===== src/ball_position_from_image_circle_core_assert.svh =====
// assertion macros for the ball position core
`ifndef BALL_POSITION_FROM_IMAGE_CIRCLE_CORE_ASSERT_SVH
`define BALL_POSITION_FROM_IMAGE_CIRCLE_CORE_ASSERT_SVH

// same-cycle implication, clocked on clk_i, off during reset
`define BPIC_ASSERT_IMP(lbl, ante, cons, msg) \
  lbl: assert property (@(posedge clk_i) disable iff (!rst_ni) (ante) |-> (cons)) \
    else $error(msg);

// next-cycle implication, clocked on clk_i, off during reset
`define BPIC_ASSERT_NXT(lbl, ante, cons, msg) \
  lbl: assert property (@(posedge clk_i) disable iff (!rst_ni) (ante) |=> (cons)) \
    else $error(msg);

`endif


===== src/bpic_pkg.sv =====
// shared types and constants of the ball position core
package bpic_pkg;

  localparam int unsigned CoordW  = 16;
  localparam int unsigned FocalW  = 16;
  localparam int unsigned ImgW    = 13;
  localparam int unsigned BallW   = 16;
  localparam int unsigned PosW    = 24;
  localparam int unsigned CfgIdxW = 2;

  // radicand and divider widths of the pipelined units
  localparam int unsigned LRadW   = 34;
  localparam int unsigned QRadW   = 72;
  localparam int unsigned ZNumW   = 60;
  localparam int unsigned ZDenW   = 41;
  localparam int unsigned LatNumW = 57;

  localparam logic [FocalW-1:0] FocalRst  = 16'd8864;
  localparam logic [ImgW-1:0]   WidthRst  = 13'd640;
  localparam logic [ImgW-1:0]   HeightRst = 13'd480;
  localparam logic [BallW-1:0]  BallRst   = 16'd576;

  typedef enum logic [CfgIdxW-1:0] {
    CfgFocal  = 2'd0,
    CfgWidth  = 2'd1,
    CfgHeight = 2'd2,
    CfgBall   = 2'd3
  } cfg_idx_e;

  typedef struct packed {
    logic              sx;
    logic              sy;
    logic [CoordW-1:0] ax;
    logic [CoordW-1:0] ay;
    logic              ok;
  } pos_t;

  typedef struct packed {
    pos_t              p;
    logic [CoordW-1:0] a;
  } geo_t;

  typedef struct packed {
    logic [PosW-1:0] pz;
    logic            sx;
    logic            ok;
  } lat_t;

endpackage


===== src/bpic_sqrt_pipe.sv =====
// pipelined integer square root, one root bit per register stage
module bpic_sqrt_pipe #(
  parameter int unsigned RadW  = bpic_pkg::LRadW,
  parameter int unsigned SideW = 1
) (
  input  logic                  clk_i,
  input  logic                  rst_ni,
  input  logic                  in_vld_i,
  input  logic [RadW-1:0]       rad_i,
  input  logic [SideW-1:0]      side_i,
  output logic                  out_vld_o,
  output logic [RadW/2-1:0]     root_o,
  output logic [SideW-1:0]      side_o
);

  localparam int unsigned RootW = RadW / 2;
  localparam int unsigned RemW  = RootW + 2;

  logic                 vld_q  [RootW];
  logic [RadW-1:0]      rad_q  [RootW];
  logic [RemW-1:0]      rem_q  [RootW];
  logic [RootW-1:0]     root_q [RootW];
  logic [SideW-1:0]     side_q [RootW];

  for (genvar k = 0; k < RootW; k++) begin : g_stage
    logic             vld_in;
    logic [RadW-1:0]  rad_in;
    logic [RemW-1:0]  rem_in;
    logic [RootW-1:0] root_in;
    logic [SideW-1:0] side_in;
    logic [RemW+1:0]  rem_x;
    logic [RemW+1:0]  trial;
    logic [RemW+1:0]  diff;
    logic             take;
    logic [RemW-1:0]  rem_d;
    logic [RootW-1:0] root_d;
    logic [RadW-1:0]  rad_d;

    if (k == 0) begin : g_first
      assign vld_in  = in_vld_i;
      assign rad_in  = rad_i;
      assign rem_in  = '0;
      assign root_in = '0;
      assign side_in = side_i;
    end else begin : g_next
      assign vld_in  = vld_q[k-1];
      assign rad_in  = rad_q[k-1];
      assign rem_in  = rem_q[k-1];
      assign root_in = root_q[k-1];
      assign side_in = side_q[k-1];
    end

    // bring down two radicand bits, try 4*root+1
    assign rem_x  = {rem_in, rad_in[RadW-1 -: 2]};
    assign trial  = {2'b00, root_in, 2'b01};
    assign take   = (rem_x >= trial);
    assign diff   = rem_x - trial;
    assign rem_d  = take ? diff[RemW-1:0] : rem_x[RemW-1:0];
    assign root_d = {root_in[RootW-2:0], take};
    assign rad_d  = {rad_in[RadW-3:0], 2'b00};

    always_ff @(posedge clk_i or negedge rst_ni) begin
      if (!rst_ni) begin
        vld_q[k] <= 1'b0;
      end else begin
        vld_q[k] <= vld_in;
      end
    end

    always_ff @(posedge clk_i) begin
      rad_q[k]  <= rad_d;
      rem_q[k]  <= rem_d;
      root_q[k] <= root_d;
      side_q[k] <= side_in;
    end
  end

  assign out_vld_o = vld_q[RootW-1];
  assign root_o    = root_q[RootW-1];
  assign side_o    = side_q[RootW-1];

endmodule


===== config.mk =====
export PLATFORM = sky130hd
export DESIGN_NAME = bpic_sqrt_pipe
export DESIGN_NICKNAME = d
export VERILOG_FILES = /design/src/ball_position_from_image_circle_core_assert.svh /design/src/bpic_pkg.sv /design/src/bpic_sqrt_pipe.sv
export SDC_FILE = /design/constraint.sdc
export NUM_CORES = 1
export LEC_CHECK = 0
export BUFFER_PORTS_ARGS = -buffer_cell sky130_fd_sc_hd__buf_2
export CAP_MARGIN = 25
export CELL_PAD_IN_SITES_DETAIL_PLACEMENT = 0
export CELL_PAD_IN_SITES_GLOBAL_PLACEMENT = 1
export CORE_MARGIN = 3
export CORE_UTILIZATION = 32
export DETAILED_ROUTE_END_ITERATION = 12
export MAX_ROUTING_LAYER = met4
export PLACE_DENSITY = 0.58
export SETUP_SLACK_MARGIN = 0.5
export SYNTH_ARGS = -nofsm -noshare
export SYNTH_HDL_FRONTEND = slang
export SYNTH_SLANG_ARGS = --single-unit
export TNS_END_PERCENT = 1

===== constraint.sdc =====
create_clock -name clk_i -period 7.9 [get_ports clk_i]
set_clock_uncertainty 0.15 [all_clocks]
set_input_delay 1.975 -clock clk_i [delete_from_list [all_inputs] [get_ports clk_i]]
set_output_delay 1.975 -clock clk_i [all_outputs]
set_load 0.02 [all_outputs]

== Yosys cells after proc, flatten, opt, wreduce, memory -nomap -nowiden ==
Memory sizes are Yosys's and may differ from the RTL's.
Cells that the tools add are included.

* Bits in registers: 17
* Memory bits (writable): 1173
* Bits of input ports: 38
* Output and inout port bits: 19
* Logic and storage cells: 72
* Memories: 4

{| class="wikitable"
|+ Memories
! name !! depth !! width !! rd ports !! clocked after Yosys merged registers in !! wr ports !! line !! text
|-
| rad_q || 17 || 32 || 16 || 0 || 17 || bpic_sqrt_pipe.sv:20 || <nowiki>logic [RadW-1:0] rad_q [RootW];</nowiki>
|-
| rem_q || 17 || 19 || 16 || 0 || 17 || bpic_sqrt_pipe.sv:21 || <nowiki>logic [RemW-1:0] rem_q [RootW];</nowiki>
|-
| root_q || 17 || 17 || 17 || 0 || 17 || bpic_sqrt_pipe.sv:22 || <nowiki>logic [RootW-1:0] root_q [RootW];</nowiki>
|-
| side_q || 17 || 1 || 17 || 0 || 17 || bpic_sqrt_pipe.sv:23 || <nowiki>logic [SideW-1:0] side_q [RootW];</nowiki>
|}

* $add $sub $neg: 17
* $lt $le $gt $ge: 17
* Mux-type cells: 17

{| class="wikitable"
|+ Operators by type and width
! cell !! count
|-
| $ge A21 B19 Y1 || 16
|-
| $mux W19 || 17
|-
| $sub A19 B19 Y19 || 16
|-
| $sub A2 B1 Y3 const B || 1
|-
| $ge A2 B1 Y1 const B || 1
|}

== Longest topological paths before layout ==
An unclocked memory read counts as a cell.

* Word-level depth: 3
* Depth in mapped cells: 12
* Gate-level depth less buffers: 11

== Worst setup path after synthesis ==
Ideal clock, no wire load.

* Path kind: register to register
* From: memory root_q[10][0] in the netlist's numbering
* To: memory rem_q[0][214] in the netlist's numbering
* Library setup time: 0.123 ns
* Arrival: 2.525 ns
* Required time: 7.627 ns
* Setup slack: 5.102 ns
* Stages on the path, launching flop included: 10
* Path buffers: 1
* Clock period less this slack: 2.798 ns
* Cell sequence: dfxtp_1 > inv_1 > ha_1 > o21a_1 > or4_1 > a211oi_1 > nor3_1 > nor3_2 > buf_2 > mux2_1

{| class="wikitable"
|+ RTL lines
! element !! line
|-
| from (decl) || bpic_sqrt_pipe.sv:22
|-
| to (decl) || bpic_sqrt_pipe.sv:21
|}

==> summary.md <==
| Metric | Value |
|---|---|
| Crit path max-delay family | compound AO/OA/AOI/OAI gates |
| CTS tree | built |
| Register area share after synthesis | 56.6% |
| Area grow syn2layout | 16.1% |
| Post-synth EDFFs | 0 |
| CP max stage delay | 0.72 ns |
| Routed vias/inst | 4.56 |
| FP Rows | 104 |
| P_leak | 14.0 nW |
| Final wirelength | 51,100 µm |
| Die area | 85,800 µm² |
| Ys Warns | 0 |
| CP max-delay cell | o211a_1 |
| Max_cap viols | 0 |
| Ant. Diodes | 0 |
| Final setup violation count | 0 |
| Rel. slew slack | 35.8% |
| Post-route setup slack | 4.33 ns |
| Filler cell count | 8,005 |
| Critical path peak fanout | 27 |
| Port bufs | 56 |
| Final min period | 3.57 ns |
| NetSw | 2.77 mW |
| Critical-path cell list | inv_1, ha_1, o21a_1, a2111oi_0, o31ai_1, buf_4, a21oi_1, o211a_1, inv_1, mux2_2 |
| Critical path class | flip-flop to flip-flop |
| Post-synthesis cell type count | 77 |
| Syn avg cell area | 10.5 µm² |
| Main area contributors after synthesis | dfxtp_1, ha_1, xor2_1 |
| Fin crit share | 45.2% |
| Top cells by count, synth | dfxtp_1, inv_1, ha_1 |
| Startpoint Class | flip-flop |
| Worst-Margin Slew | 0.963 ns |
| WP buf/inv | 3 |
| CTS Buf Count | 80 |
| Final hold violation count | 0 |
| Routed Antenna Nets | 0 |
| Main synth FF type | dfxtp_1 |
| Register area | 14,900 µm² |
| GP Congestion | 0.889 |
| Unrepaired setup endpoints after global routing | no |
| Sink Count | 741 |
| Clock latency on the worst-skew pair | 0.60 ns |
| Vias in the first global route | 17.0k |
| Share of cells above drive strength 1 | 9.01% |
| Fraction of registers with async set/reset | 2.29% |
| 1st-iter DRT viols | 695 |
| Die X | 293 µm |
| Area leader, netlist | dfxtp_1 |
| Worst Hold Class | flip-flop to flip-flop |
| H-tree depth | 3 |
| DR WL/cell | 13.7 µm |
| CTS Hold Bufs | 0 |
| Total number of vias | 17.1k |
| Crit. End Element | flip-flop |
| DRC Markers | 0 |
| Post-CTS sizing | 0 |
| Pint | 7.35 mW |
| Top-count cell post-synth | dfxtp_1 |
| Height of the die | 293 µm |
| Power Dens Cells | 331 nW/µm² |
| Share of the synthesized area in the top cell type | 55.0% |
| Mapped Area | 26,300 µm² |
| Core Area | 81,100 µm² |
| Largest net degree at the start of global routing | 30 |
| Critical Path RT | 8.24 ns |
| Sequential share of power | 47.4% |
| Nets@finish | 2,827 |
| Synth Register Bits | 741 |
| Total GRT Usage | 12.4% |
| Fin Setup TNS | 0 ns |
| Maximum VDD drop | 0.186 mV |
| Max clock buf depth | 3 |
| Clock-pin slew on the worst setup and hold paths | 0.06 ns |
| Multi-input logic area | 10,500 µm² |
| Pre-CTS setup slack | 4.34 ns |
| Post-CTS Setup Bufs | 0 |
| Logic gate share of total power | 16.0% |
| Synthesized Nets | 2,718 |
| Io pins | 57 |
| DRT Pass-1 Iters | 5 |
| Most used cell, CP | inv_1 |
| Initial cell density of the core | 32.5% |
| Initial antenna violation count | 0 |
| CTS root buf | clkbuf_16 |
| Slew Limit Fails | 0 |
| Switching share of power | 27.4% |
| Detailed Place HPWL | 38,600 µm |
| Max Fclk | 280 MHz |
| Outcome | completed |
| Power share of the clock group | 36.6% |
| Synthesized instance count | 2,509 |
| Worst EP arrival | 3.91 ns |
| GRT overflow | 0 |
| First-pass GRT wire length | 85,400 µm |
==> area by class of cell <==
type | count | share of cell area [%]
Sequential cell | 741 | 48.8
Multi-Input combinational cell | 1519 | 34.3
Clock buffer | 108 | 7.35
Tap cell | 1060 | 4.34
Inverter | 210 | 2.58
Clock inverter | 31 | 1.35
Timing Repair Buffer | 66 | 1.26
==> state kept, by name, summed over array words and instances, names as in the netlist <==
register,cells
g_stage.vld_in,16
out_vld_o,1
rad_q,272
rem_q,282
root_q,153
side_q,17
==> path summary, 6_finish.rpt <==
kind | slack, ns | endpoint | start | depth (start not counted)
max reg2reg | 4.33 | rem_q[0][297] | root_q[14][1] | 10
max | 4.33 | rem_q[0][297] | root_q[14][1] | 10
min reg2reg | 0.17 | rad_q[0][446] | rad_q[0][412] | 0
min in group asynchronous | 1.14 | g_stage[2].vld_in | rst_ni | 1
min | 0.17 | rad_q[0][446] | rad_q[0][412] | 0
max in group asynchronous | 6.18 | out_vld_o | rst_ni | 1
==> cell families after synthesis <==
logic type | count (synthesis) | share of synthesized area [%]
AND/OR/NAND/NOR | 626 | 11.8
flip-flops | 741 | 56.6
buffers and inverters | 249 | 3.59
multiplexers | 36 | 1.49
other | 1 | 0.0142
XOR/XNOR | 212 | 7.05
AO/OA/AOI/OAI | 473 | 11.3
adder cells (fa/ha/maj) | 171 | 8.12
==> worst reg2reg max path: stages (launching register included) <==
cell	delay (ns)
dfxtp_1	0.33
inv_1	0.04
ha_1	0.32
o21a_1	0.22
a2111oi_0	0.48
o31ai_1	0.15
buf_4	0.18
a21oi_1	0.26
o211a_1	0.72
inv_1	0.26
mux2_2	0.35
==> through the flow <==
step | hold slack (ns) | cell area [µm²] | power, mW | cells | utilization (%)
2_1_floorplan | 0.160 | 26300 | 6.01 | 2509 | -
3_3_place_gp | 0.160 | 27900 | 6.49 | 3593 | 34.4
3_5_place_dp | 0.162 | 27900 | 6.51 | 3595 | 34.4
4_1_cts | 0.165 | 30500 | 10.3 | 3734 | 37.7
5_1_grt | 0.172 | 30600 | 10.7 | 3735 | 37.7
6_report | 0.165 | 30600 | 10.1 | 3735 | 37.7
==> cell usage in the layout (no fill, tap or decap), drive strengths merged, types with 11 or more instances in the layout <==
cell and count:
dfrtp 17, clkbuf 108, nand3 33, or4 23
buf 66, inv 213, nor2 165, nand2 161
o21ai 136, nor3 60, xnor2 103, ha 171
o21a 37, nor2b 23, mux2 25, clkinv 19
nor4 33, a211oi 17, a21oi 131, nand4 23
o31ai 16, xor2 109, mux2i 11, or3 29
dfxtp 724, a21o 26, nand2b 29
==> power by group through the flow <==
stage / clock network, mW / logic (mW) / registers (mW)
floorplan: 0 / 1.28 / 4.72
global placement: 0 / 1.60 / 4.89
detailed placement: 0 / 1.62 / 4.89
CTS: 3.85 / 1.63 / 4.81
global route: 4.01 / 1.85 / 4.87
finish: 3.70 / 1.62 / 4.79
==> per-layer routing <==
metal / vias to the layer above / track usage [%] / wire length [µm]
met1: 7865 / 16.5 / 25300
met3: 91 / 2.23 / 2360
met5: - / - / 0
met4: 0 / 3.94 / 1110
met2: 288 / 19.1 / 22300
li1: 8806 / - / -
(Power assumes the default switching activity.)
